--- config.mk ---
export PLATFORM = sky130hd
export DESIGN_NAME = seq_window_gap_detector
export DESIGN_NICKNAME = d
export VERILOG_FILES = /design/src/rtl/core/swgd_pkg.sv /design/src/rtl/core/swgd_cell.sv /design/src/rtl/core/swgd_chain.sv /design/src/rtl/core/seq_window_gap_detector.sv
export SDC_FILE = /design/constraint.sdc
export NUM_CORES = 2
export LEC_CHECK = 0
export BUFFER_PORTS_ARGS = -buffer_cell sky130_fd_sc_hd__buf_2
export CORE_MARGIN = 4
export CORE_UTILIZATION = 65
export CTS_BUF_LIST = sky130_fd_sc_hd__clkbuf_4 sky130_fd_sc_hd__clkbuf_8
export DETAILED_ROUTE_END_ITERATION = 8
export HOLD_SLACK_MARGIN = 0.05
export MAX_ROUTING_LAYER = met4
export PLACE_DENSITY = 0.92
export SKIP_LAST_GASP = 1
export SYNTH_ARGS = -nofsm -noshare
export SYNTH_HDL_FRONTEND = slang
export SYNTH_HIERARCHICAL = 1
export SYNTH_SLANG_ARGS = --single-unit
export TNS_END_PERCENT = 5
--- constraint.sdc ---
create_clock -name clk -period 20.2 [get_ports clk]
set_clock_uncertainty 0.15 [all_clocks]
set_input_delay 4.04 -clock clk [delete_from_list [all_inputs] [get_ports clk]]
set_output_delay 4.04 -clock clk [all_outputs]
set_load 0.02 [all_outputs]
--- src/rtl/core/swgd_pkg.sv ---
// Shared types and constants for the sequence window gap detector.
// No dependencies; every other file in rtl/core imports this package.
package swgd_pkg;

  // Ring depth and derived widths
  localparam int WINDOW   = 32;
  localparam int STEP_W   = $clog2(WINDOW);
  localparam int SEQ_W    = 32;
  localparam int STATUS_W = 2;
  localparam int OUT_W    = STATUS_W + 3 * SEQ_W;
  localparam int OUT_TD_W = ((OUT_W + 7) / 8) * 8;

  localparam logic [STEP_W-1:0] LAST_STEP = STEP_W'(WINDOW - 1);

  // Result status codes
  typedef enum logic [STATUS_W-1:0] {
    ST_IN_ORDER  = 2'd0,
    ST_REORDERED = 2'd1,
    ST_MISSED    = 2'd2
  } status_t;

  // Controller states
  typedef enum logic [1:0] {
    S_IDLE,
    S_SEARCH,
    S_INSERT
  } state_t;

  // Commands from the controller to the cell row
  typedef struct packed {
    logic shift;   // rotate the row one place towards the head
    logic insert;  // head cell takes the new number instead of its neighbour
  } chain_ctrl_t;

endpackage

--- src/rtl/core/swgd_cell.sv ---
// One storage cell of the window row: a 32-bit entry that takes its
// neighbour's value, or the loaded value, on a shift. Depends on swgd_pkg.
module swgd_cell (
  input  logic                      clk,
  input  logic                      rst_n,
  input  logic                      shift,
  input  logic                      load,
  input  logic [swgd_pkg::SEQ_W-1:0] load_val,
  input  logic [swgd_pkg::SEQ_W-1:0] nbr_in,
  output logic [swgd_pkg::SEQ_W-1:0] q
);
  import swgd_pkg::*;

  logic [SEQ_W-1:0] val_r;
  logic [SEQ_W-1:0] val_nxt;

  // Pick neighbour or loaded value on a shift, else hold
  always_comb begin
    val_nxt = val_r;
    if (shift) begin
      val_nxt = load ? load_val : nbr_in;
    end
  end

  always_ff @(posedge clk) begin
    if (!rst_n) begin
      val_r <= '0;
    end else begin
      val_r <= val_nxt;
    end
  end

  assign q = val_r;

endmodule

--- src/rtl/core/swgd_chain.sv ---
// Circular row of WINDOW cells. Cell 0 is the head: at rest it holds the
// newest number, cell 1 the oldest, and so on forward round the ring.
// Depends on swgd_pkg and swgd_cell.
module swgd_chain (
  input  logic                        clk,
  input  logic                        rst_n,
  input  swgd_pkg::chain_ctrl_t       ctrl,
  input  logic [swgd_pkg::SEQ_W-1:0]  new_val,
  output logic [swgd_pkg::SEQ_W-1:0]  head
);
  import swgd_pkg::*;

  logic [SEQ_W-1:0] q [WINDOW];

  // Each cell takes from the next one up; the last wraps to the head
  for (genvar i = 0; i < WINDOW; i++) begin : g_cell
    localparam int NXT = (i + 1) % WINDOW;
    swgd_cell u_cell (
      .clk      (clk),
      .rst_n    (rst_n),
      .shift    (ctrl.shift),
      .load     ((i == 0) ? ctrl.insert : 1'b0),
      .load_val (new_val),
      .nbr_in   (q[NXT]),
      .q        (q[i])
    );
  end

  assign head = q[0];

endmodule

--- src/rtl/core/seq_window_gap_detector.sv ---
// Top level of the sequence window gap detector: controller, head compare
// and output register around the cell row. Depends on swgd_pkg, swgd_chain.
//
//  channel | direction | tdata fields (lsb first)
//  in_     | slave     | seq_number[31:0]
//  out_    | master    | status[1:0], missed_count[33:2], window_low[65:34],
//          |           | window_high[97:66], zero pad [103:98]
//
// An item is taken, then the row rotates once in full past the single head
// comparator, and then the new number is written into the head cell.
// Reset (rst_n low, synchronous) clears the ring to zero, the controller
// state, the step count, the hit flag and the output valid flag.
// A result waits in the output register; the next item is taken meanwhile,
// and only the write step stalls until that register is free.
module seq_window_gap_detector (
  input  logic                          clk,
  input  logic                          rst_n,
  input  logic                          in_tvalid,
  output logic                          in_tready,
  input  logic [31:0]                   in_tdata,   // seq_number[31:0]
  output logic                          out_tvalid,
  input  logic                          out_tready,
  output logic [swgd_pkg::OUT_TD_W-1:0] out_tdata   // status, missed_count,
                                                    // window_low, window_high
);
  import swgd_pkg::*;

  state_t           state_r, state_nxt;
  logic [STEP_W-1:0] step_r, step_nxt;
  logic [SEQ_W-1:0] n_r, n_nxt;
  logic [SEQ_W-1:0] newest_r, newest_nxt;
  logic [SEQ_W-1:0] hit_r, hit_nxt;
  logic             found_r, found_nxt;
  logic             out_valid_r, out_valid_nxt;
  logic [OUT_W-1:0] out_data_r, out_data_nxt;

  chain_ctrl_t      ctrl;
  logic [SEQ_W-1:0] head;
  logic             in_xfer;
  logic             out_free;
  logic             hit;
  logic             commit;

  status_t          res_status;
  logic [SEQ_W-1:0] res_gap;
  logic [SEQ_W-1:0] res_low;

  swgd_chain u_chain (
    .clk     (clk),
    .rst_n   (rst_n),
    .ctrl    (ctrl),
    .new_val (n_r),
    .head    (head)
  );

  assign in_xfer  = in_tvalid && in_tready;
  assign out_free = !out_valid_r || out_tready;
  assign commit   = (state_r == S_INSERT) && out_free;

  // Stop condition at the head: value plus one matches, or value is above
  assign hit = ((head + SEQ_W'(1)) == n_r) || (head > n_r);

  // Next state
  always_comb begin
    state_nxt = state_r;
    case (state_r)
      S_IDLE:   if (in_xfer) state_nxt = S_SEARCH;
      S_SEARCH: if (step_r == LAST_STEP) state_nxt = S_INSERT;
      S_INSERT: if (out_free) state_nxt = S_IDLE;
      default:  state_nxt = S_IDLE;
    endcase
  end

  // Controller outputs
  always_comb begin
    in_tready   = 1'b0;
    ctrl.shift  = 1'b0;
    ctrl.insert = 1'b0;
    case (state_r)
      S_IDLE:   in_tready = 1'b1;
      S_SEARCH: ctrl.shift = 1'b1;
      S_INSERT: begin
        ctrl.shift  = out_free;
        ctrl.insert = out_free;
      end
      default: ;
    endcase
  end

  // Capture the item and newest value, count steps, latch the first hit
  always_comb begin
    n_nxt      = n_r;
    newest_nxt = newest_r;
    step_nxt   = step_r;
    found_nxt  = found_r;
    hit_nxt    = hit_r;
    if (in_xfer) begin
      n_nxt      = in_tdata;
      newest_nxt = head;
      step_nxt   = '0;
      found_nxt  = 1'b0;
    end else if (state_r == S_SEARCH) begin
      step_nxt = step_r + STEP_W'(1);
      if (!found_r && (step_r != LAST_STEP) && hit) begin
        found_nxt = 1'b1;
        hit_nxt   = head;
      end
    end
  end

  // Classify the item
  always_comb begin
    res_gap = '0;
    res_low = '0;
    if (!found_r) begin
      res_status = ST_MISSED;
      res_gap    = n_r - newest_r;
    end else if ((newest_r + SEQ_W'(1)) != n_r) begin
      res_status = ST_REORDERED;
      res_low    = hit_r;
    end else begin
      res_status = ST_IN_ORDER;
    end
  end

  // Load the output register on the write step, drop it once taken
  always_comb begin
    out_valid_nxt = out_valid_r;
    out_data_nxt  = out_data_r;
    if (out_valid_r && out_tready) begin
      out_valid_nxt = 1'b0;
    end
    if (commit) begin
      out_valid_nxt = 1'b1;
      out_data_nxt  = {newest_r, res_low, res_gap, res_status};
    end
  end

  always_ff @(posedge clk) begin
    if (!rst_n) begin
      state_r     <= S_IDLE;
      step_r      <= '0;
      found_r     <= 1'b0;
      out_valid_r <= 1'b0;
    end else begin
      state_r     <= state_nxt;
      step_r      <= step_nxt;
      found_r     <= found_nxt;
      out_valid_r <= out_valid_nxt;
    end
  end

  always_ff @(posedge clk) begin
    n_r        <= n_nxt;
    newest_r   <= newest_nxt;
    hit_r      <= hit_nxt;
    out_data_r <= out_data_nxt;
  end

  assign out_tvalid = out_valid_r;
  assign out_tdata  = {{(OUT_TD_W - OUT_W){1'b0}}, out_data_r};

  // The last rotation step always hands over to the write step
  a_search_end: assert property (@(posedge clk) disable iff (!rst_n)
    (state_r == S_SEARCH && step_r == LAST_STEP) |=> (state_r == S_INSERT))
    else $error("search did not end in the write step");

  // After the write step the head holds the number just taken
  a_head_written: assert property (@(posedge clk) disable iff (!rst_n)
    commit |=> (head == $past(n_r)))
    else $error("head cell does not hold the new number");

  // No result carries the unused status code
  a_status_code: assert property (@(posedge clk) disable iff (!rst_n)
    out_tvalid |-> (out_tdata[STATUS_W-1:0] != 2'd3))
    else $error("invalid status code on output");

  // A missed result reports no matched entry
  a_missed_low: assert property (@(posedge clk) disable iff (!rst_n)
    (out_tvalid && out_tdata[STATUS_W-1:0] == ST_MISSED)
      |-> (out_tdata[STATUS_W+2*SEQ_W-1:STATUS_W+SEQ_W] == '0))
    else $error("missed result carries a matched value");

endmodule
# After elaboration in Yosys (flattened, before gate mapping)
# Index checks and enable logic that the tools add are counted.
# op_classes
bitwise,2
add_sub_neg,4
n_mux,11
n_reduce_logical,16
eq_ne,9
magnitude_cmp,1
# op_table
cell,n
"32-bit by 1-bit adder with 32-bit output, second input constant",2
32-bit == test,1
32-bit > comparator,1
32-bit two-way mux,1
32-bit inequality test,1
32-bit subtractor,1
2-bit two-way mux,3
"2-bit inequality test, second input constant",3
2-bit case mux with 3 select lines,1
3-bit AND reduction,2
"5-bit by 1-bit adder with 5-bit output, second input constant",1
"5-bit == test, second input constant",1
1-bit logical AND,5
1-bit two-way mux,5
"5-bit inequality test, second input constant",1
2-bit AND reduction,2
"2-bit by 1-bit == test with 1-bit output, second input constant",1
"2-bit == test, second input constant",1
1-bit logical NOT,2
2-bit logical NOT,1
1-bit logical OR,2
1-bit inverter,2
1-bit case mux with 2 select lines,1
2-bit nonzero test,1
2-bit OR reduction,1
# totals
wordCells,86
input_bits,36
reg_bits,1227
output_inout_bits,106

# Logic depth before layout (Yosys ltp)
# logic_depth
word_depth,5
mapped_depth,12
depth_no_buf,12

# Hierarchy
# The synthesis kept the hierarchy.
# modules_own_cells
mod,area_each_um2,n_inst,cells_per_inst
swgd_cell,1395.1,32,142
seq_window_gap_detector,11208.2,1,968
swgd_chain,3.8,1,1

# Worst setup path before layout
# OpenSTA, ideal clock, no wires.
# synth_timing
path_kind,input port to flip-flop
from,input out_tready
to,register u_chain.g_cell[0].u_cell.val_r[0]
path_buffers,2
stages,6
setup_ns,0.133
path_slack_ns,10.083
t_arrival_ns,9.835
cell_sequence,nor2b_1 nor2b_1 o21a_1 buf_2 clkbuf_1 a21oi_1
# synth_lines
item,line_no,text
"start, declared",seq_window_gap_detector.sv:22,"input logic out_tready,"
"end signal, assigned",swgd_cell.sv:29,val_r <= val_nxt;
"end, declared",swgd_cell.sv:14,logic [SEQ_W-1:0] val_r;

==> metrics list <==
- The flow ran to the end, and the final reports show no timing, DRC or antenna violations.
- The congestion estimate from routability-driven global placement came to 0.9037.
- The filler cells instantiated in the layout total 5673.
* Skew-Pair Late Insertion Delay: 0.88 ns
* Longest Clk Path Bufs: 3
- Length of routed met2 wiring: 68170 um
* Maximum fanout along the worst path: 320
* Endpoint arrival time on the critical path: 8.65 ns
- Number of failing hold endpoints at the final stage: 0
- Cell internal power was estimated by the tool at 4.237 mW.
* Area of the core region: 85150 um^2
* Die footprint: 90690 um^2
- The share of the Yosys chip area taken by registers is 47.45%.
- Net switching is 30.01% of the power.
* Largest net degree at the start of global routing: 321
- Netlist cell types: 70
- Number of clock sinks: 1227
- Among all cell types in the netlist, the one instantiated most often is a21oi_1.
* Vias after detailed routing: 43880
- Initial cell density of the core: 65.60%
- TritonCTS built the clock tree.
- Setup repair after global routing left no endpoint under its margin.
- The total count of max-transition violations in the final report is 0.
- The first routing iteration left 5255 violations.
- Lkg Pwr: 24.25 nW
- The share of total power dissipated in combinational logic is 17.2%.
* CTS Hold Buffers Added: 0
- M1 wire length: 55530 um
- Static timing analysis puts the maximum clock frequency at 124.5 MHz.
- Counting flops with an async set or reset pin after synthesis yields a share of 0%.
- Compared with the post-synthesis result, the final layout area differs by 4.780%.
* Switching Power: 1.817 mW
- The clock network is responsible for 34.0% of the overall power.
- Max IR drop VDD: 0.08782 mV
- Number of CTS-inserted buffers: 178
* Type of destination of the critical path: flip-flop
- The number of global-route vias before repair was 43030.
- After synthesis, the cell types taking the most area are dfxtp_1 37%, mux2i_1 18%, edfxtp_1 10%.
- Die span in x: 301.1 um
- Wire segments on met3 add up to 12350 um in the final route.
- Synth Area per Inst: 10.13 um^2
* First-pass GRT wire length: 221000 um
- Number of antenna violations at the first check in global routing: 2
- Fraction of layout cells with a size suffix above 1: 9.309%
- STA puts the critical path data required time at 20.81 ns.
* Number of top-level design ports: 142
* Sum of negative setup slack: 0 ns
* Total Wirelength: 141700 um
* Gate Count Post-Synth: 5513
- During synthesis, Yosys emitted a total of 6 warnings.
* Count of flip-flops with a built-in enable after synthesis: 194
- Using the TritonRoute via totals, the vias-per-cell ratio works out to 6.517.
- The routed design could run at a clock period as short as 8.035 ns.
- Worst slew pin tran: 1.248 ns
- In the synthesized netlist the dominant register cell turns out to be dfxtp_1.
- Dividing the final minimum period by the clock period gives 39.78%.
- In this run the worst hold path is classified as flip-flop to flip-flop.
* Highest Signal Layer: met4
- For this run, the total global-route usage over all layers was measured as 30.53%.
- After clock tree synthesis, the clock-pin slew on the worst setup and hold paths is 0.06 ns.
- The detail route stage leaves a number of antenna-violating nets equal to 0.
* Share of the synthesized area in the top cell type: 37.02%
- H-tree depth: 4
* Clock root buffer master: clkbuf_8
- Max_cap viols: 0
* Final setup viols: 0
* Router iterations before antenna repair: 6
* Post-CTS resize count: 0
- In the final routed layout, each cell accounts on average for 21.05 um.
- Power share of the sequential group: 48.8%
- The setup path with the least slack is of type input port to flip-flop.
- In this run the tightest slew margin relative to its limit is 16.77%.
- Number of remaining DRC errors: 0
- Post-synth top cells: 1066 x a21oi_1, 1049 x o21ai_0, 1033 x dfxtp_1
- Across all setup checks in the final design, the least slack found is 12.16 ns.
- In this run the core area contains 107 standard-cell rows.
- The HPWL after detailed placement is 78290 um.
- I/O Buffers: 135
- Number of synthesized register bits: 1227
* Yosys top cell by area: dfxtp_1
- After global routing the overflow that remains totals 0.
- At the placement stage, the worst setup path has a slack of 11.58 ns.
- Crit path launch type: input port
- Net count of the finished layout: 5559
- Power per cell area: 103.4 nW/um^2
* Number of setup buffers added after CTS: 0
- Area of the mapped netlist: 55850 um^2
* Chip height: 301.1 um
[per-stage QoR]
| stage | std cells | hold WS (ns) | area [um^2] | utilization [%] | power (mW) |
|---|---|---|---|---|---|
| floorplan | 5548 | 0.2973 | 55990 | - | 3.760 |
| global placement | 6415 | 0.3304 | 54830 | 64.39 | 3.895 |
| detailed placement | 6415 | 0.3548 | 54830 | 64.39 | 3.956 |
| CTS | 6730 | 0.3695 | 58520 | 68.73 | 6.002 |
| global route | 6732 | 0.4006 | 58520 | 68.73 | 6.284 |
| finish | 6733 | 0.3626 | 58520 | 68.73 | 6.054 |
[path summary, 6_finish.rpt]
| path | start | to | slack, ns | cells past startpoint |
|---|---|---|---|---|
| max reg2reg | state_r[1]$_SDFFE_PN0P_ | u_chain/g_cell[9].u_cell/q[20]$_SDFFE_PN0P_ | 14.71 | 8 |
| min reg2reg | step_r[3]$_SDFFE_PP0P_ | step_r[3]$_SDFFE_PP0P_ | 0.36 | 2 |
| min | step_r[3]$_SDFFE_PP0P_ | step_r[3]$_SDFFE_PP0P_ | 0.36 | 2 |
| max | out_tready | u_chain/g_cell[9].u_cell/q[20]$_SDFFE_PN0P_ | 12.16 | 9 |
[critical path: stages]
cell and delay (ns):
buf_2 0.08, nor2b_1 0.08, nor2b_4 0.14, o21a_4 0.71, buf_12 0.75, buf_4 0.94, buf_4 0.90, o21ai_0 0.33
a21oi_1 0.25
[cells in the final DEF (no fill, tap or decap), types with 54 or more instances in the layout]
master,n
dfxtp_1,1032
o21ai_0,1049
and3_1,54
buf_2,134
xnor2_1,62
clkbuf_8,218
a21oi_1,1066
inv_1,78
edfxtp_1,194
clkbuf_4,60
mux2i_1,1032
buf_4,57
ha_1,71
nor2_1,62
[registers in the layout (all words and copies together) (netlist names)]
register	count
found_r	1
out_tvalid	1
n_r	32
out_data_r	98
u_chain/g_cell.u_cell/q	1024
newest_r	32
step_r	5
hit_r	32
state_r	2
[power by group through the flow]
stage / clock, mW / sequential, mW / combinational (mW)
floorplan: 0 / 2.98 / 0.779
global placement: 0 / 2.97 / 0.924
detailed placement: 0 / 2.98 / 0.972
CTS: 2.06 / 2.94 / 0.998
global route: 2.18 / 2.97 / 1.14
finish: 2.06 / 2.95 / 1.04
[kinds of logic after synthesis]
logic type	synth area share, %
compound gates	20.54
other cells	0.01345
simple gates	2.941
buf+inv	7.298
xor+xnor	1.552
fa+ha+maj	1.626
flops	47.45
mux	18.57
[cell type report]
cell class / instances / area, um^2 / area share, %
Multi-Input combinational cell: 3770 / 25420 / 43.43
Inverter: 79 / 296.5 / 0.5067
Tap cell: 1144 / 1431 / 2.446
Clock inverter: 37 / 239.0 / 0.4083
Sequential cell: 1227 / 26510 / 45.29
Timing Repair Buffer: 195 / 1174 / 2.005
Antenna cell: 3 / 7.507 / 0.01283
Clock buffer: 278 / 3451 / 5.896
[routing by layer]
metal | vias to the layer above | global-route usage, %
met5 | - | -
met4 | 0 | 14.80
met3 | 534 | 5.896
met2 | 2295 | 49.18
met1 | 21000 | 36.99
li1 | 20050 | -
No activity file was read; power rests on OpenSTA's default activity.
